===== config.mk =====
export PLATFORM = sky130hd
export DESIGN_NAME = fcgm_cell
export DESIGN_NICKNAME = d
export VERILOG_FILES = /design/src/rtl/fcgm_pkg.sv /design/src/rtl/fcgm_cell.sv
export SDC_FILE = /design/constraint.sdc
export NUM_CORES = 1
export LEC_CHECK = 0
export ABC_CLOCK_PERIOD_IN_PS = 1000
export BUFFER_PORTS_ARGS = -buffer_cell sky130_fd_sc_hd__buf_2
export CAP_MARGIN = 10
export CORE_MARGIN = 5
export CORE_UTILIZATION = 35
export CTS_CLUSTER_DIAMETER = 120
export DETAILED_ROUTE_END_ITERATION = 7
export PLACE_DENSITY = 0.6
export SYNTH_ARGS = -nofsm -noshare
export SYNTH_HDL_FRONTEND = slang
export SYNTH_SLANG_ARGS = --single-unit

===== constraint.sdc =====
create_clock -name clk_i -period 1 [get_ports clk_i]
set_input_delay 0.2 -clock clk_i [delete_from_list [all_inputs] [get_ports clk_i]]
set_output_delay 0.2 -clock clk_i [all_outputs]
set_load 0.05 [all_outputs]

===== src/rtl/fcgm_pkg.sv =====
// Package for the false-color gradient map block.
// Holds the mode codes, hue sextant codes and channel widths.
// No dependencies.
`timescale 1ns / 1ps

package fcgm_pkg;

  localparam int unsigned MODE_BITS = 3;
  localparam int unsigned CH_BITS   = 8;
  localparam int unsigned SEXT_BITS = 3;
  // Quotient bits of one channel scale (floor of 255 * num / den, num <= den)
  localparam int unsigned SCALE_STEPS = CH_BITS;

  localparam logic [MODE_BITS-1:0] MODE_GREY  = 3'd0;
  localparam logic [MODE_BITS-1:0] MODE_JET   = 3'd1;
  localparam logic [MODE_BITS-1:0] MODE_HOT   = 3'd2;
  localparam logic [MODE_BITS-1:0] MODE_HSV   = 3'd3;
  localparam logic [MODE_BITS-1:0] MODE_SHSV  = 3'd4;
  localparam logic [MODE_BITS-1:0] MODE_BLACK = 3'd5;

  // Hue wheel sextants
  localparam logic [SEXT_BITS-1:0] SEXT_RED_YEL   = 3'd0;
  localparam logic [SEXT_BITS-1:0] SEXT_YEL_GRN   = 3'd1;
  localparam logic [SEXT_BITS-1:0] SEXT_GRN_CYAN  = 3'd2;
  localparam logic [SEXT_BITS-1:0] SEXT_CYAN_BLUE = 3'd3;
  localparam logic [SEXT_BITS-1:0] SEXT_BLUE_MAG  = 3'd4;

  localparam logic [CH_BITS-1:0] CH_FULL = 8'hFF;

endpackage


===== src/rtl/fcgm_cell.sv =====
// One restoring-division cell of the false-color gradient map chain.
// Shifts one dividend bit into each lane remainder; uses fcgm_pkg.
`timescale 1ns / 1ps

module fcgm_cell import fcgm_pkg::*; #(
  parameter int unsigned W     = 16,
  parameter int unsigned SW    = 8,
  parameter int unsigned LANES = 1,
  parameter int unsigned PW    = 1
) (
  input  logic                         clk_i,
  input  logic                         rst_ni,
  input  logic                         en_i,
  input  logic                         valid_i,
  input  logic [W-1:0]                 den_i,
  input  logic [LANES-1:0][W-1:0]      rem_i,
  input  logic [LANES-1:0][SW-1:0]     sh_i,
  input  logic [PW-1:0]                pass_i,
  output logic                         valid_o,
  output logic [W-1:0]                 den_o,
  output logic [LANES-1:0][W-1:0]      rem_o,
  output logic [LANES-1:0][SW-1:0]     sh_o,
  output logic [PW-1:0]                pass_o
);

  logic                     valid_q;
  logic [W-1:0]             den_q;
  logic [LANES-1:0][W-1:0]  rem_d, rem_q;
  logic [LANES-1:0][SW-1:0] sh_d, sh_q;
  logic [PW-1:0]            pass_q;

  for (genvar l = 0; l < LANES; l++) begin : g_lane
    logic [W:0] trial;
    logic       ge;
    assign trial = {rem_i[l], sh_i[l][SW-1]};
    assign ge    = (trial >= {1'b0, den_i});
    // Subtract when the trial remainder reaches the divisor; the bit becomes a quotient bit
    assign rem_d[l] = ge ? W'(trial - {1'b0, den_i}) : trial[W-1:0];
    assign sh_d[l]  = {sh_i[l][SW-2:0], ge};
  end

  always_ff @(posedge clk_i or negedge rst_ni) begin
    if (!rst_ni) begin
      valid_q <= 1'b0;
    end else if (en_i) begin
      valid_q <= valid_i;
    end
  end

  always_ff @(posedge clk_i) begin
    if (en_i) begin
      den_q  <= den_i;
      rem_q  <= rem_d;
      sh_q   <= sh_d;
      pass_q <= pass_i;
    end
  end

  assign valid_o = valid_q;
  assign den_o   = den_q;
  assign rem_o   = rem_q;
  assign sh_o    = sh_q;
  assign pass_o  = pass_q;

endmodule


; Yosys cells after proc, flatten, opt, wreduce, memory -nomap -nowiden
; Index checks and enable logic that the tools add are counted.
; W data, S select, Z words.
[classes]
addsub = 1
order_cmp = 1
n_mux = 1
[ops]
columns = op, count
row1 = $ge A17 B16 Y1, 1
row2 = $mux W16, 1
row3 = $sub A16 B16 Y16, 1
[word_totals]
register_bits = 42
wordCells = 8

; Logic depth before layout (Yosys ltp)
; Gate-level depths: netlist of the first run.
[logic_depth]
word_depth = 2
mapped_depth = 11

; Worst setup path after synthesis of the first run
; No wires, ideal clock.
[synth_path]
path_kind = input port to flip-flop
start = in den_i[14]
end = reg rem_q (netlist bit rem_o[10]), data pin
setup_ns = 0.260
arrival_ns = 2.139
slack_ns = -1.399
path_stages = 11
n_path_buf = 2
cell_sequence = inv_1 ha_1 buf_6 a21o_1 a211o_1 a41o_1 a31oi_4 o21a_4 inv_4 buf_12 mux2_4
[synth_lines]
columns = element, line_no
row1 = from (decl), fcgm_cell.sv:15  ; input logic [W-1:0] den_i,
row2 = to (signal assigned), fcgm_cell.sv:53  ; rem_q <= rem_d;
row3 = to (decl), fcgm_cell.sv:28  ; logic [LANES-1:0][W-1:0] rem_d, rem_q;

==> flow_summary.yaml, run 1 <==
die:
  dieArea_um2: 8720
  core_um2: 6790
  rows: 30
  start_util: 0.358
  chipWidth_um: 93.4
  die_height_um: 93.4
  io_pins: 87
clocking:
  cts.clk_slew.worst_paths_ps: 80
  clock_path_buffers: 2
  clock_sinks: 42
  root_buffer: "clkbuf_8"
  clk_latency_ps: 290
  htreeDepth: 2
  numCtsBuffers: 5
  cts_tree: "done"
logic_synthesis:
  ys_seq_area_frac: 0.516
  synthTopCellsByArea: "edfxtp_1 (51%), ha_1 (8.2%), mux2_4 (4.9%), inv_1 (3.7%), xnor2_1 (2.9%)"
  async_flop_share: 0.0238
  synth.most_common_cell: "edfxtp_1"
  synth.avg_cell_area_um2: 12.2
  netlist_area_um2: 2430
  yosys-top-cells-count: "edfxtp_1 (41), inv_1 (24), ha_1 (16)"
  synth_top_area_cell: "edfxtp_1"
  synth_edf_count: 41
  ys.warnings.count: 0
  synth_ff_type: "edfxtp_1"
  syn_nets: 261
  synth_top_cell_area_share: 0.506
  synth.distinct_cells: 44
  ys_ff_latch: 42
  synthCells: 199
timing:
  finalSetupViolCount: 59
  slew-limit-headroom: 0.786
  hold_violations: 0
  fin_tns_setup_ps: -16730
  rsz0062_at_grt: "true"
  hold-worst-slack_ps: 73.1
  finClkSkew_ps: 0
  drv_slew: 0
  fin_crit_sh: 1.93
  fmax_mhz: 517
  worstMarginPinSlew_ps: 318
  layout_min_cycle_time_ps: 1930
  fin_ws_ps: -935
worst_setup_path:
  crit_path_end_kind: "flop"
  startpoint_type: "primary input"
  cp.required_ps: 1050
  timing.critical_path.fanout_max: 7
  worstReg2RegEnd: "valid_o"
  reg2reg_from: "valid_o"
  critPathArrivalTime_ps: 1980
  path_class: "primary input to flop"
  r2r_setup_slack_ps: 240
  reg2reg_depth: 1
drt:
  drc: 0
  drt_wl_total_um: 6160
  postRouteAntennaNets: 0
  wl_per_cell_um: 13.9
  vias: 2057
  dr.pass1.iters: 4
  dr.first_iter.drc_count: 65
  viasPerCell: 4.64
final_layout:
  antenna_cells: 0
  final_util: 0.620
  regArea_um2: 1260
  nNetsFinal: 408
  drive_gt1_frac: 0.605
  syn_to_final_growth_pct: 73.3
  multiInputGateArea_um2: 1330
  fillers: 557
power_and_ir_drop:
  power_mw: 5.92
  powerDensity_nw_per_um2: 1400
  ir_drop_uv: 503
  p_leak_nw: 1.86
grt:
  grt_pass1_vias: 2188
  grt_first_pass_wirelength_um: 10000
  grt_max_degree: 22
  antenna_found_initial: 0
  grt-ovfl-total: 0
  grtUsageTotal: 0.146
min_path:
  hold_path.class: "primary input to flop"
  worstHoldStart: "sh_i[1]"
  min_to: "sh_o[2]"
  min_path_cells: 1
flow_run:
  drv_cap: 0
placed_design:
  portBuffers: 86
  dp_hpwl_um: 4590
  gp_congestion: 0.823
run_status:
  violations: "setup timing"
  status: "finished, violations left"
[per-stage QoR]
step / setup slack [ps] / cell area (um2) / std cells
2_1_floorplan: -1240 / 2570 / 199
3_3_place_gp: -1280 / 3470 / 426
3_5_place_dp: -1340 / 3470 / 426
4_1_cts: -910 / 4020 / 442
5_1_grt: -1000 / 4210 / 443
6_report: -935 / 4210 / 443
[critical path: stages]
cell and delay [ps]:
buf_8 100, ha_4 230, a21o_1 150, a211o_1 270
a41o_1 250, a31oi_4 180, o21a_4 230, inv_8 70
mux2_4 300
[area by class of cell]
type,instances,area share
Inverter,25,0.0294
Clock inverter,2,0.00238
Tap cell,96,0.0285
Sequential cell,42,0.298
Timing Repair Buffer,145,0.307
Clock buffer,6,0.0172
Multi-Input combinational cell,126,0.315
Timing Repair inverter,1,0.00208
[report_power, final]
group | internal, mW | total [mW] | switching [mW]
clock network | 0.485 | 1.08 | 0.594
logic | 1.22 | 2.59 | 1.37
registers | 2.17 | 2.26 | 0.0835
[worst max path at each step]
stage | to | slack, ps | from | cells after the start
after floorplan | rem_o[10] | -1240 | rem_i[13] | 10
after global placement | rem_o[4] | -1280 | den_i[3] | 10
after detailed placement | rem_o[4] | -1340 | den_i[3] | 10
after CTS | rem_o[9] | -910 | rem_i[13] | 9
after global routing | rem_o[8] | -1000 | den_i[2] | 10
final | rem_o[8] | -930 | rem_i[13] | 9
[routing by layer]
layer  up-vias  GRT usage  part of all wire
li1       1025          -                 -
met4         0     0.0427             0.011
met2        55      0.246              0.50
met5         -          0                 0
met1       971      0.183              0.42
met3         6     0.0378             0.068
[what timing repair did]
action                     in CTS  in global routing
setup endpoints to repair      59                 59
hold buffers                    1                  0
gates resized for setup       116                 45
pin swaps                      11                 15
hold endpoints to repair        1                  0
buffers inserted                6                  2
gates cloned                    1                  0
[sequential cells by signal (all words and copies together), names as in the netlist]
signal and flops:
den_o 16, rem_o 16, sh_o 8, pass_o 1, valid_o 1
[logic make-up after synthesis]
group,Yosys count,share of synthesized area
AO/OA/AOI/OAI,45,0.134
flip-flops,42,0.516
AND/OR/NAND/NOR,36,0.0720
buffers and inverters,31,0.0586
adder cells (fa/ha/maj),17,0.0905
multiplexers,16,0.0849
XOR/XNOR,12,0.0432
[layout by cell type (no fill, tap or decap), types with 8 or more instances in the layout]
cell / netlist / routed
buf_2: 0 / 29
ha_4: 0 / 12
edfxtp_1: 41 / 41
buf_4: 0 / 52
a21oi_1: 10 / 8
xnor2_1: 8 / 8
buf_6: 1 / 55
inv_1: 24 / 15
mux2_4: 8 / 11
nand2_1: 13 / 13
nor2_1: 9 / 8
Power figures use the tool's default switching activity.
==> run 2: changes to the inputs <==
ABC_AREA = 1   (was not set)
PLACE_DENSITY = 0.59   (was 0.6)
==> flow_summary.yaml, run 2 <==
logic_synthesis:
  yosys-top-cells-count: "nand2_1 (110), inv_1 (58), edfxtp_1 (41)"
  synth_top_cell_area_share: 0.469
  ys_ff_latch: 42
  syn_nets: 374
  synthTopCellsByArea: "edfxtp_1 (47%), nand2_1 (16%), inv_1 (8.3%), ha_1 (7.6%), nand2_2 (2.9%)"
  netlist_area_um2: 2620
  async_flop_share: 0.0238
  synthSimpleGateAreaFrac: 0.288
  synth_ff_type: "edfxtp_1"
  synthCells: 312
  synthMuxAreaShare: 0.00429
  synth.distinct_cells: 26
  ys_seq_area_frac: 0.479
  synth_edf_count: 41
  synth.avg_cell_area_um2: 8.41
  synthXorXnorAreaFrac: 0.0200
  ys.warnings.count: 0
  synth-compound-area-share: 0.0239
  synth_top_area_cell: "edfxtp_1"
  synthAdderAreaFrac: 0.0840
  synth_top_family_by_area: "simple AND/OR/NAND/NOR gates"
  synth.most_common_cell: "nand2_1"
final_layout:
  drive_gt1_frac: 0.619
  final_cell_mix: "nand2_1 (62), buf_6 (58), nand2_2 (51)"
  syn_to_final_growth_pct: 77.3
  antenna_cells: 0
  fin_area_um2: 4650
  final_cells: 550
  final_common_cell: "nand2_1"
  nNetsFinal: 512
min_path:
  hold_path.class: "primary input to flop"
placed_design:
  dp.cells: 532
  portBuffers: 86
  gp_congestion: 0.839
  placed_cell_area_um2: 3680
  dp_hpwl_um: 5200
worst_setup_path:
  crit_start: "rem_i[10]"
  worstReg2RegEnd: "valid_o"
  critPathCapture: "rem_o[14]"
  reg2reg_from: "valid_o"
  critPathArrivalTime_ps: 1480
  timing.critical_path.fanout_max: 4
  path_depth: 11
  crit_family: "simple AND/OR/NAND/NOR gates"
  crit_chain: "buf_2 -> ha_4 -> nand2_1 -> buf_4 -> nor2_2 -> and2_1 -> nand2_2 -> nand2_2 -> nand2_2 -> nand3_4 -> nand2_2"
  critPathSlowestCell: "ha_4"
  cpPeakStageDelay_ps: 300
  cp.required_ps: 1060
  cp_num_buf_inv: 2
  crit_path_end_kind: "flop"
  r2r_setup_slack_ps: 200
  crit_top_cell: "nand2_2"
  reg2reg_depth: 1
  path_class: "primary input to flop"
  startpoint_type: "primary input"
power_and_ir_drop:
  powerDensity_nw_per_um2: 1330
  clkPwrFrac: 0.189
  combPwrFrac: 0.448
  p_leak_nw: 2.19
  ir_drop_uv: 600
  p_sw_frac: 0.370
  p_switching_mw: 2.29
  p_seq_frac: 0.363
  internal_power_mw: 3.90
run_status:
  violations: "setup timing"
  status: "finished, violations left"
drt:
  viasPerCell: 4.41
  dr.first_iter.drc_count: 106
  wl_per_cell_um: 12.9
  drt_wl_total_um: 7080
  dr.pass1.iters: 4
  postRouteAntennaNets: 0
  vias: 2427
  drc: 0
timing:
  drv_slew: 0
  fmax_mhz: 706
  layout_min_cycle_time_ps: 1420
  finClkSkew_ps: 0
  fin_crit_sh: 1.42
  worstMarginPinSlew_ps: 215
  finalSetupViolCount: 59
  slew-limit-headroom: 0.856
  rsz0062_at_grt: "true"
  fin_tns_setup_ps: -8520
  hold_violations: 0
  fin_ws_ps: -417
die:
  chipWidth_um: 96.6
  io_pins: 87
  die_height_um: 96.6
  start_util: 0.360
  dieArea_um2: 9320
  rows: 31
  core_um2: 7290
grt:
  grt_max_degree: 20
  grt-ovfl-total: 0
  grt_pass1_vias: 2371
  grtUsageTotal: 0.152
  antenna_found_initial: 0
  grt_first_pass_wirelength_um: 10900
clocking:
  clock_path_buffers: 2
  clk_latency_ps: 290
  root_buffer: "clkbuf_8"
  cts.clk_slew.worst_paths_ps: 90
  clock_sinks: 42
  htreeDepth: 2
  numCtsBuffers: 5
  cts_tree: "done"
flow_run:
  drv_cap: 0
## run 2: cell types whose count changed after synthesis, sizes merged, moves of 3 or more
| cell | delta |
|---|---|
| nand2 | +109 |
| inv | +35 |
| nand3 | +16 |
| mux2 | -12 |
| nor2 | +10 |
| o21ai | -7 |
| xnor2 | -7 |
| a31oi | -4 |
| clkbuf | -4 |
| a21o | -3 |
| mux2i | -3 |
| o21bai | -3 |
## run 2: final cells by class
| class | instances | area, um2 |
|---|---|---|
| clock buffers | 6 | 82.6 |
| clock inverters | 2 | 12.5 |
| fillers | 636 | 2640 |
| inverters | 60 | 248 |
| multi-input cells | 207 | 1670 |
| flip-flops and latches | 42 | 1260 |
| well taps | 99 | 124 |
| repair buffers | 133 | 1250 |
| repair inverters | 1 | 8.76 |
## run 2: cells by family (layout without fill, tap and decap cells)
logic type,count (synthesis),count (layout)
AO/OA/AOI/OAI,12,12
XOR/XNOR,6,6
adder cells (fa/ha/maj),17,17
buffers and inverters,63,202
flip-flops,42,42
multiplexers,1,1
AND/OR/NAND/NOR,171,171
## run 2: metrics by stage
| step | setup WS [ps] | hold slack [ps] | utilization | power (mW) |
|---|---|---|---|---|
| after floorplan | -549 | -95.6 | - | 3.72 |
| after global placement | -831 | -26.2 | 0.505 | 4.36 |
| after detailed placement | -871 | -15.2 | 0.505 | 4.38 |
| after CTS | -464 | 69.5 | 0.573 | 5.95 |
| after global routing | -510 | 58.9 | 0.638 | 6.54 |
| final | -417 | 77.2 | 0.638 | 6.19 |
## run 2: repair_timing
item / in CTS / in global routing
endpoints found under the setup margin: 59 / 59
setup buffers: 3 / 4
hold buffers: 1 / 0
gates cloned: 1 / 1
hold endpoints to repair: 1 / 0
gates resized for setup: 112 / 121
pin swaps: 2 / 55
## run 2: per-layer routing
| layer | share of wire | wire, um | global-route usage | up-vias |
|---|---|---|---|---|
| met5 | 0 | 0 | 0 | - |
| met4 | 0.020 | 143 | 0.0491 | 0 |
| met3 | 0.048 | 342 | 0.0201 | 10 |
| met2 | 0.51 | 3620 | 0.274 | 60 |
| met1 | 0.42 | 2980 | 0.187 | 1098 |
| li1 | - | - | - | 1259 |
## run 2: worst min path at each step
| stage | from | end | depth (start not counted) |
|---|---|---|---|
| after floorplan | rst_ni | valid_o | 0 |
| after global placement | rst_ni | valid_o | 1 |
| after detailed placement | rst_ni | valid_o | 1 |
| after CTS | sh_i[5] | sh_o[6] | 1 |
| after global routing | den_i[2] | den_o[2] | 1 |
| final | den_i[2] | den_o[2] | 1 |
## run 2: power by group through the flow
stage / clock network (mW) / registers, mW / logic, mW
finish: 1.17 / 2.25 / 2.78
global route: 1.30 / 2.27 / 2.98
CTS: 1.24 / 2.25 / 2.46
detailed placement: 0 / 2.24 / 2.14
global placement: 0 / 2.24 / 2.12
floorplan: 0 / 2.91 / 0.808
