### src/rtl/fcgm_pkg.sv
// Package for the false-color gradient map block.
// Holds the mode codes, hue sextant codes and channel widths.
// No dependencies.
`timescale 1ns / 1ps

package fcgm_pkg;

  localparam int unsigned MODE_BITS = 3;
  localparam int unsigned CH_BITS   = 8;
  localparam int unsigned SEXT_BITS = 3;
  // Quotient bits of one channel scale (floor of 255 * num / den, num <= den)
  localparam int unsigned SCALE_STEPS = CH_BITS;

  localparam logic [MODE_BITS-1:0] MODE_GREY  = 3'd0;
  localparam logic [MODE_BITS-1:0] MODE_JET   = 3'd1;
  localparam logic [MODE_BITS-1:0] MODE_HOT   = 3'd2;
  localparam logic [MODE_BITS-1:0] MODE_HSV   = 3'd3;
  localparam logic [MODE_BITS-1:0] MODE_SHSV  = 3'd4;
  localparam logic [MODE_BITS-1:0] MODE_BLACK = 3'd5;

  // Hue wheel sextants
  localparam logic [SEXT_BITS-1:0] SEXT_RED_YEL   = 3'd0;
  localparam logic [SEXT_BITS-1:0] SEXT_YEL_GRN   = 3'd1;
  localparam logic [SEXT_BITS-1:0] SEXT_GRN_CYAN  = 3'd2;
  localparam logic [SEXT_BITS-1:0] SEXT_CYAN_BLUE = 3'd3;
  localparam logic [SEXT_BITS-1:0] SEXT_BLUE_MAG  = 3'd4;

  localparam logic [CH_BITS-1:0] CH_FULL = 8'hFF;

endpackage

### src/rtl/fcgm_select.sv
// Gradient segment selection for the false-color gradient map.
// Turns position, sextant and mode into per-channel dividends; uses fcgm_pkg.
`timescale 1ns / 1ps

module fcgm_select import fcgm_pkg::*; #(
  parameter int unsigned COUNT_BITS = 16
) (
  input  logic                                 clk_i,
  input  logic                                 rst_ni,
  input  logic                                 en_i,
  input  logic                                 valid_i,
  input  logic [MODE_BITS-1:0]                 mode_i,
  input  logic [COUNT_BITS-1:0]                pos_i,
  input  logic [COUNT_BITS-1:0]                count_i,
  input  logic [COUNT_BITS-1:0]                frac_i,
  input  logic [SEXT_BITS-1:0]                 sext_i,
  output logic                                 valid_o,
  output logic [COUNT_BITS:0]                  den_o,
  output logic [2:0][COUNT_BITS:0]             rem_o,
  output logic [2:0][CH_BITS-1:0]              sh_o,
  output logic                                 white_o
);

  localparam int unsigned WN = COUNT_BITS + 4;
  localparam int unsigned NW = COUNT_BITS + 1;
  localparam int unsigned DW = NW + CH_BITS;

  logic [WN-1:0] n, n3, n5, n7, n9, s, s3, s8, fn;
  logic [NW-1:0] num_r, num_g, num_b, den;
  logic          white;
  logic [2:0][NW-1:0] num;
  logic [2:0][NW-1:0] rem_d;
  logic [2:0][CH_BITS-1:0] sh_d;
  logic          valid_q, white_q;
  logic [NW-1:0] den_q;
  logic [2:0][NW-1:0] rem_q;
  logic [2:0][CH_BITS-1:0] sh_q;

  assign n  = WN'(count_i);
  assign s  = WN'(pos_i);
  assign fn = WN'(frac_i);
  assign n3 = (n << 1) + n;
  assign n5 = (n << 2) + n;
  assign n7 = (n << 3) - n;
  assign n9 = (n << 3) + n;
  assign s3 = (s << 1) + s;
  assign s8 = s << 3;

  always_comb begin
    num_r = '0;
    num_g = '0;
    num_b = '0;
    den   = NW'(n);
    white = 1'b0;
    unique case (mode_i) inside
      MODE_GREY: begin
        num_r = NW'(s);
        num_g = NW'(s);
        num_b = NW'(s);
      end
      MODE_JET: begin
        den = NW'(n << 1);
        if (s8 <= n) begin
          num_b = NW'(n + s8);
        end else if (s8 < n3) begin
          num_g = NW'(s8 - n);
          num_b = den;
        end else if (s8 < n5) begin
          num_r = NW'(s8 - n3);
          num_g = den;
          num_b = NW'(n5 - s8);
        end else if (s8 < n7) begin
          num_r = den;
          num_g = NW'(n7 - s8);
        end else begin
          num_r = NW'(n9 - s8);
        end
      end
      MODE_HOT: begin
        if (s3 <= n) begin
          num_r = NW'(s3);
        end else if (s3 <= (n << 1)) begin
          num_r = den;
          num_g = NW'(s3 - n);
        end else begin
          num_r = den;
          num_g = den;
          num_b = NW'(s3 - (n << 1));
        end
      end
      MODE_HSV, MODE_SHSV: begin
        unique case (sext_i)
          SEXT_RED_YEL: begin
            num_r = den;
            num_g = NW'(fn);
          end
          SEXT_YEL_GRN: begin
            num_r = NW'(n - fn);
            num_g = den;
          end
          SEXT_GRN_CYAN: begin
            num_g = den;
            num_b = NW'(fn);
          end
          SEXT_CYAN_BLUE: begin
            num_g = NW'(n - fn);
            num_b = den;
          end
          SEXT_BLUE_MAG: begin
            num_r = NW'(fn);
            num_b = den;
          end
          default: begin
            num_r = den;
            num_b = NW'(n - fn);
          end
        endcase
      end
      MODE_BLACK: begin
        white = 1'b0;
      end
      default: begin
        white = 1'b1;
      end
    endcase
  end

  assign num = {num_b, num_g, num_r};

  for (genvar l = 0; l < 3; l++) begin : g_div
    logic [DW-1:0] prod;
    // Multiply by 255 as a shift and subtract
    assign prod     = {num[l], {CH_BITS{1'b0}}} - DW'(num[l]);
    assign rem_d[l] = prod[DW-1:CH_BITS];
    assign sh_d[l]  = prod[CH_BITS-1:0];
  end

  always_ff @(posedge clk_i or negedge rst_ni) begin
    if (!rst_ni) begin
      valid_q <= 1'b0;
    end else if (en_i) begin
      valid_q <= valid_i;
    end
  end

  always_ff @(posedge clk_i) begin
    if (en_i) begin
      den_q   <= den;
      rem_q   <= rem_d;
      sh_q    <= sh_d;
      white_q <= white;
    end
  end

  assign valid_o = valid_q;
  assign den_o   = den_q;
  assign rem_o   = rem_q;
  assign sh_o    = sh_q;
  assign white_o = white_q;

endmodule

### config.mk
export PLATFORM = sky130hd
export DESIGN_NAME = fcgm_select
export DESIGN_NICKNAME = d
export VERILOG_FILES = /design/src/rtl/fcgm_pkg.sv /design/src/rtl/fcgm_select.sv
export SDC_FILE = /design/constraint.sdc
export NUM_CORES = 1
export LEC_CHECK = 0
export BUFFER_PORTS_ARGS = -buffer_cell sky130_fd_sc_hd__buf_2
export CAP_MARGIN = 20
export CORE_MARGIN = 2
export CORE_UTILIZATION = 30
export CTS_BUF_LIST = sky130_fd_sc_hd__clkbuf_8 sky130_fd_sc_hd__clkbuf_16
export CTS_CLUSTER_SIZE = 10
export DETAILED_ROUTE_END_ITERATION = 10
export GPL_TIMING_DRIVEN = 0
export PLACE_DENSITY = 0.53
export SLEW_MARGIN = 20
export SYNTH_ARGS = -nofsm -noshare
export SYNTH_HDL_FRONTEND = slang
export SYNTH_SLANG_ARGS = --single-unit
### constraint.sdc
create_clock -name clk_i -period 0.9 [get_ports clk_i]
set_clock_uncertainty 0.05 [all_clocks]
set_input_delay 0.045 -clock clk_i [delete_from_list [all_inputs] [get_ports clk_i]]
set_output_delay 0.045 -clock clk_i [all_outputs]
set_load 0.01 [all_outputs]
== Word-level counts from Yosys, hierarchy flattened ==
Cells that the tools add are included.

* Logic and storage cells: 75
* Register bits: 94
* Input bits: 58

* Mux-type cells: 24
* Reductions and logical operators: 8
* Equal/unequal tests: 9
* Order comparisons: 6
* Add/sub/neg operators: 17

{| class="wikitable"
|+ Operators by type and width
! cell !! count
|-
| $mux 17 || 16
|-
| $pmux 17 s4 || 3
|-
| $pmux 17 s3 || 3
|-
| $sub 17x17->17 || 5
|-
| $sub 25x17->25 || 3
|-
| $add 17x16->18 || 2
|-
| $sub 17x16->17 || 2
|-
| $lt 19x20->1 || 1
|-
| $sub 19x16->20 || 1
|-
| $add 18x16->19 || 1
|-
| $le 19x16->1 || 1
|-
| $lt 19x18->1 || 1
|-
| $lt 19x19->1 || 1
|-
| $le 18x16->1 || 1
|-
| $le 18x17->1 || 1
|-
| $add 16x17->17 || 1
|-
| $add 17x16->17 || 1
|-
| $sub 16x16->17 || 1
|-
| $mux 16 || 1
|-
| $eq 3x2->1 const B || 4
|-
| $reduce_or 2->1 || 5
|-
| $eq 3x3->1 const B || 3
|-
| $eq 3x1->1 const B || 2
|-
| $logic_not 3->1 || 2
|-
| 2 further kinds || 2
|}

== Depth between registers and ports, before layout ==
Gate-level depths: netlist (run 1).

* Depth after elaboration: 8
* Gate-level depth with buffers: 40

== Worst setup path after synthesis (run 1) ==
OpenSTA, ideal clock, no wires.

* Path kind: input-to-reg
* From: input port count_i[1]
* To: register rem_q, in the netlist rem_o[48] (data pin)
* Setup time: 0.264 ns
* Cell stages on the path: 40
* Setup slack: -6.510 ns
* Required time: 0.586 ns
* Arrival: 7.096 ns
* Cells stage by stage: clkbuf_1 > clkinv_1 > fa_1 > nor2b_1 > o21ai_0 > a21boi_0 > o21ai_0 > a21boi_0 > o21ai_0 > a21boi_0 > o21ai_0 > a21boi_0 > o21a_1 > o21ai_0 > mux2i_1 > a2111oi_0 > ha_1 > o211ai_1 > [4 not listed] > buf_2 > buf_1 > a221oi_1 > a21oi_1 > nand2_1 > o2111ai_1 > inv_1 > ha_1 > a21o_1 > a21oi_1 > o21bai_1 > a21o_1 > a21o_1 > a31oi_1 > nor2_1 > o21a_1 > nor3_1 > xnor2_1

* Longest elaborated chain between the ends: 7

{| class="wikitable"
|+ RTL lines
! item !! RTL line !! text
|-
| start, declared || fcgm_select.sv:14 || <nowiki>input logic [COUNT_BITS-1:0] count_i,</nowiki>
|-
| $add 18x16->19 || fcgm_select.sv:43 || <nowiki>assign n5 = (n << 2) + n;</nowiki>
|-
| $sub 17x17->17 / $lt 19x19->1 (equally long branches) || fcgm_select.sv:71, fcgm_select.sv:68 ||
|-
| $mux 17 || fcgm_select.sv:68 || <nowiki>end else if (s8 < n5) begin</nowiki>
|-
| $mux 17 || fcgm_select.sv:65 || <nowiki>end else if (s8 < n3) begin</nowiki>
|-
| $mux 17 || fcgm_select.sv:63 || <nowiki>if (s8 <= n) begin</nowiki>
|-
| $pmux 17 s4 * || fcgm_select.sv:55 || <nowiki>unique case (mode_i) inside</nowiki>
|-
| $sub 25x17->25 * || fcgm_select.sv:133 || <nowiki>assign prod = {num[l], {CH_BITS{1'b0}}} - DW'(num[l]);</nowiki>
|-
| net g_div[2].prod[22] || fcgm_select.sv:131 || <nowiki>logic [DW-1:0] prod;</nowiki>
|-
| end signal, assigned || fcgm_select.sv:149 || <nowiki>rem_q <= rem_d;</nowiki>
|-
| end, declared || fcgm_select.sv:36 || <nowiki>logic [2:0][NW-1:0] rem_q;</nowiki>
|}

The timed path passes the listed nets; every way through them passes the cells marked *.
A chain may end at the register's enable or synchronous reset.

== Worst setup path after layout (run 1) ==
* From: input port count_i[6]
* To: register rem_q, in the netlist rem_o[12] (data pin)

* Longest elaborated chain between the ends: 8

{| class="wikitable"
|+ RTL lines
! item !! RTL line !! text
|-
| $sub 19x16->20 / $add 17x16->17 (equally long branches) || fcgm_select.sv:44, fcgm_select.sv:45 ||
|-
| $lt 19x20->1 / $sub 17x17->17 (equally long branches) || fcgm_select.sv:72, fcgm_select.sv:76 ||
|-
| $mux 17 || fcgm_select.sv:72 || <nowiki>end else if (s8 < n7) begin</nowiki>
|-
| $mux 17 || fcgm_select.sv:68 ||
|-
| $mux 17 || fcgm_select.sv:65 ||
|-
| $mux 17 || fcgm_select.sv:63 ||
|-
| $pmux 17 s4 * || fcgm_select.sv:55 ||
|-
| $sub 25x17->25 * || fcgm_select.sv:133 ||
|-
| net g_div[0].prod[20] || fcgm_select.sv:131 ||
|}

Marks and branches as above.

==> reports/metrics.yaml, run 1 <==
outcome:
  status: "finished, violations left"
  violations: "negative setup slack"
power_and_ir_drop:
  leakage_nw: 10.9
  power_frac_comb_pct: 77.1
  p_clk_share_pct: 7.8
  switchingPower_mw: 22.4
  powerDensity_mw_per_mm2: 1770
  p_sw_share_pct: 48.8
  seqPwrFrac_pct: 15.0
  ir_worst_vdd_v: 0.00109
  p_int_mw: 23.5
  power.total_mw: 45.9
clocking:
  insertion_delay_ns: 0.36
  htreeDepth: 3
  clockBufferDepth: 2
  cts_num_sinks: 94
  path_clk_slew_ns: 0.07
  cts_root_buf: "clkbuf_16"
  cts_tree: "built"
  cts_buffers: 9
floorplan:
  num_rows: 92
  initial_core_util_pct: 30.1
  die_x_um: 255
  die_height_um: 255
  dieArea_mm2: 0.0651
  io_pins: 152
  coreArea_mm2: 0.0627
final_layout:
  layout-drive-gt1-share_pct: 28.5
  fin_cells: 3700
  layout.cells.most_common_list: "ha_1, buf_4, nand2_1"
  area_growth_pct: 37.1
  diodes: 0
  final_common_cell: "ha_1"
  nets: 3184
route:
  wl_per_cell_um: 26.3
  dr.first_iter.drc_count: 2033
  drc: 0
  avgViaCountPerCell: 5.87
  firstDrtPassIters: 5
  drt-total-wl_um: 97400
  final_antenna_net_count: 0
  via_count: 21702
sta:
  fin_crit_sh_pct: 751
  maxSlewViolCount: 0
  fin_ws_ns: -5.86
  rsz0062_at_grt: "true"
  fmax_mhz: 148
  slew_headroom_pct: 23.2
  period_minus_slack_ns: 6.76
  setup_viol: 185
  worst_slew_pin_slew_ns: 1.14
  finalHoldViolations: 0
place:
  dp_slack_ns: -7.87
  gp_congestion: 1.03
  portBuffers: 149
  dpl.hpwl_um: 75400
  placed_cells: 3441
critical_path:
  critical_path_class: "in2reg"
  timing.critical_path.mode_cell: "a21o_1"
  worstSetupEndpointType: "register"
  worstPathRequired_ns: 0.97
  worstPathMaxFanout: 13
  cpMaxStageDelayCell: "a311oi_4"
  slowest_delay_ns: 0.45
  path_buf_inv: 5
  critical_path.startpoint_type: "primary input"
  cp_top_family: "compound AO/OA/AOI/OAI gates"
  arrival_ns: 6.83
global_route:
  overflow: 0
  grt_pass1_vias: 21047
  grt_max_degree: 62
  track_usage_pct: 28.9
  grt_pass1_wl_um: 138000
  grt_antenna_before_repair: 1
logic_synthesis:
  synthFlopType: "edfxtp_1"
  syn_avg_cell_area_um2: 7.74
  netlist_area_mm2: 0.0189
  ys_types: 101
  yosys_register_bits: 94
  postSynthCellCount: 2443
  yosysWarnings: 0
  syn-num-nets: 2778
  synth-edff-count: 93
  synthArstFlopShare_pct: 1.06
  seq_area_frac_synth_pct: 14.9
min_path:
  hp-class: "in2reg"
job:
  max_cap_viol_count: 0
registers in the layout (all words and copies together) (netlist names):
| register | flops |
|---|---|
| den_o | 17 |
| sh_o | 24 |
| valid_o | 1 |
| white_o | 1 |
| rem_o | 51 |
area by class of cell:
cell class	instances	area (um2)
clock buffer	9	225
inverter	193	833
multi-input combinational	2060	17100
tap	846	1060
buffer	93	797
fill	6228	36800
clock inverter	7	41.3
sequential	94	2820
timing repair buffer	398	3040
layer usage:
metal  global-route usage [%]  vias up  share of wire [%]
li1                         -     9912                  -
met1                     36.1    10597                 41
met2                     49.3      951                 47
met3                     3.79      242                6.3
met4                     13.9        0                5.1
met5                        0        -                  0
stage by stage:
stage	utilization, %	setup TNS (ns)	area (um2)	hold slack (ns)
5_1_grt	41.3	-414.89	25900	0.0962
3_5_place_dp	34.2	-555.98	21400	-0.230
2_1_floorplan	-	-346.65	19600	-0.301
6_report	41.3	-395.77	25900	0.0822
4_1_cts	39.5	-387.03	24800	0.0602
3_3_place_gp	34.1	-645.47	21400	-0.231
worst paths after layout:
kind / slack, ns / cells past startpoint / end / from
worst min register to register: 0.46 / 1 / valid_o / valid_o
min in group asynchronous: 0.46 / 3 / valid_o / rst_ni
worst max register to register: 0.11 / 1 / valid_o / valid_o
max in group asynchronous: 0.24 / 3 / valid_o / rst_ni
worst max-delay path: -5.86 / 30 / rem_o[12] / count_i[6]
worst min-delay path: 0.08 / 2 / white_o / mode_i[1]
kinds of logic (layout without fill, tap and decap cells):
| family | after synthesis | in the layout | share of synthesized area, % |
|---|---|---|---|
| buffers and inverters | 289 | 700 | 5.99 |
| and+or+nand+nor | 657 | 657 | 17.0 |
| AOI/OAI and AO/OA | 864 | 864 | 30.5 |
| muxes | 37 | 37 | 1.98 |
| xor gates and xnor gates | 222 | 222 | 10.3 |
| adders and majority gates | 280 | 280 | 19.4 |
| DFF | 94 | 94 | 14.9 |
cell usage after synthesis, types with 18 or more instances:
cell type	count	area [um2]
o22ai_1	33	206
a221oi_1	18	158
nand3_1	50	250
a21o_1	64	480
buf_2	20	100
inv_1	183	687
clkbuf_1	59	221
xor2_1	72	631
nand4_1	21	131
nand2_1	197	739
o211ai_1	34	255
a31oi_1	33	206
fa_1	22	440
a21oi_1	195	976
nor2_1	161	604
edfxtp_1	93	2790
nor2b_1	20	125
a211oi_1	39	293
o21bai_1	32	240
ha_1	255	3190
or3_1	21	131
o31ai_1	23	173
o21ai_0	183	916
nor3_1	62	310
mux2i_1	33	330
o21a_1	30	225
xnor2_1	150	1310
what timing repair did:
| item | in CTS | in global routing |
|---|---|---|
| hold buffers | 4 | 0 |
| pin swaps | 154 | 113 |
| cloned | 1 | 0 |
| endpoints found under the hold margin | 3 | 0 |
| buffers inserted | 186 | 55 |
| resized for setup | 334 | 140 |
| endpoints found under the setup margin | 186 | 185 |
power by group through the flow:
stage	Combinational, mW	Sequential [mW]	Clock, mW
4_1_cts	32.0	6.94	3.73
2_1_floorplan	17.9	7.77	0
5_1_grt	37.8	7.07	3.89
3_5_place_dp	27.1	7.03	0
6_report	35.4	6.91	3.60
3_3_place_gp	26.8	7.04	0
Note: power is estimated with default switching activity, not from simulation.
==> run 2, diff against run 1 <==
--- a/config.mk
+++ b/config.mk
@@ -13,7 +13,6 @@
 export CTS_CLUSTER_SIZE = 10
 export DETAILED_ROUTE_END_ITERATION = 10
 export GPL_TIMING_DRIVEN = 0
-export PLACE_DENSITY = 0.53
 export SLEW_MARGIN = 20
 export SYNTH_ARGS = -nofsm -noshare
 export SYNTH_HDL_FRONTEND = slang
==> reports/metrics.yaml, run 2 (same netlist as run 1, synthesis figures left out) <==
outcome:
  status: "finished, violations left"
  violations: "negative hold slack, negative setup slack"
global_route:
  track_usage_pct: 27.0
  overflow: 0
  grt_pass1_vias: 20153
  grt_pass1_wl_um: 129000
  grt_max_degree: 74
  grt_antenna_before_repair: 0
sta:
  period_minus_slack_ns: 6.58
  fin_crit_sh_pct: 731
  setup_viol: 186
  fin_ws_ns: -5.68
  worst_slew_pin_slew_ns: 1.15
  finalHoldViolations: 21
  fin_setup_tns_ns: -383.58
  fmax_mhz: 152
  rsz0062_at_grt: "true"
  holdWs_ns: -0.0257
  slew_headroom_pct: 23.0
  maxSlewViolCount: 0
place:
  dpl.hpwl_um: 70000
  placed_cells: 3441
  portBuffers: 149
  gp_congestion: 1.03
  place_area_mm2: 0.0214
  dp_slack_ns: -7.73
job:
  max_cap_viol_count: 0
final_layout:
  layout-drive-gt1-share_pct: 30.2
  area_growth_pct: 38.3
  fin_util_pct: 41.7
  fill_cells: 6294
  fin_cells: 3701
  final_common_cell: "buf_4"
  nets: 3184
  largest_register_ffs: 51
  layout.cells.most_common_list: "buf_4, ha_1, nand2_1"
  finalInstanceArea_mm2: 0.0261
min_path:
  hp-class: "in2reg"
critical_path:
  worstSetupEndpointType: "register"
  critical_path_class: "in2reg"
  worstPathRequired_ns: 0.96
  arrival_ns: 6.64
  critical_path.startpoint_type: "primary input"
  cpMaxStageDelayCell: "ha_1"
  slowest_delay_ns: 0.47
  worstPathMaxFanout: 11
route:
  via_count: 21640
  drt-total-wl_um: 92200
  final_antenna_net_count: 0
  firstDrtPassIters: 6
  drc: 0
  wl_per_cell_um: 24.9
  avgViaCountPerCell: 5.85
  dr.first_iter.drc_count: 1968
floorplan:
  dieArea_mm2: 0.0651
  num_rows: 92
  die_height_um: 255
  io_pins: 152
  coreArea_mm2: 0.0627
  die_x_um: 255
  initial_core_util_pct: 30.1
power_and_ir_drop:
  power.total_mw: 46.1
  leakage_nw: 11.0
  powerDensity_mw_per_mm2: 1760
  ir_worst_vdd_v: 0.000983
clocking:
  path_clk_slew_ns: 0.08
  cts_tree: "built"
  cts_buffers: 9
  cts_num_sinks: 94
  htreeDepth: 3
  cts_root_buf: "clkbuf_16"
  clockBufferDepth: 2
  hold_buffers: 4
  insertion_delay_ns: 0.36
-- run 2: path summary, 6_finish.rpt --
| check | end | slack (ns) | from | depth (start not counted) |
|---|---|---|---|---|
| setup / recovery | rem_o[46] | -5.68 | pos_i[13] | 30 |
| hold / removal | sh_o[16] | -0.03 | en_i | 1 |
| setup reg to reg | valid_o | 0.10 | valid_o | 1 |
| hold reg to reg | valid_o | 0.47 | valid_o | 1 |
| max in group asynchronous | valid_o | 0.21 | rst_ni | 3 |
| min in group asynchronous | valid_o | 0.49 | rst_ni | 3 |
-- run 2: worst max-delay path: cells and delay by family --
kind | cells | cell delay [ns]
AO/OA/AOI/OAI | 11 | 1.99
XOR/XNOR | 1 | 0.08
adder cells (fa/ha/maj) | 3 | 1.25
buffers and inverters | 5 | 1.11
multiplexers | 1 | 0.16
AND/OR/NAND/NOR | 9 | 1.99
-- run 2: layer usage --
layer	GRT usage (%)	wire [um]
met1	33.6	36800
met2	45.0	43100
met3	4.70	7310
met4	12.9	4980
met5	0	0
-- run 2: area by class of cell --
class                   count  area, um2  share of cell area [%]
multi-input cells        2060      17400                    66.5
repair buffers            400       2980                    11.4
flip-flops and latches     94       2820                    10.8
well taps                 846       1060                    4.05
inverters                 193        840                    3.21
plain buffers              91        769                    2.94
clock buffers               9        225                   0.861
clock inverters             7       63.8                   0.244
diodes                      1       2.50                 0.00957
-- run 2: repair_timing --
action                                  4_1_cts  5_1_grt
setup buffers                               163       89
endpoints found under the setup margin      186      186
endpoints found under the hold margin        24       21
gates resized for setup                     367      170
pin swaps                                   149      149
-- run 2: power breakdown --
| group | internal [mW] | switching [mW] |
|---|---|---|
| Clock | 1.94 | 1.87 |
| Combinational | 15.1 | 20.3 |
| Sequential | 6.64 | 0.258 |
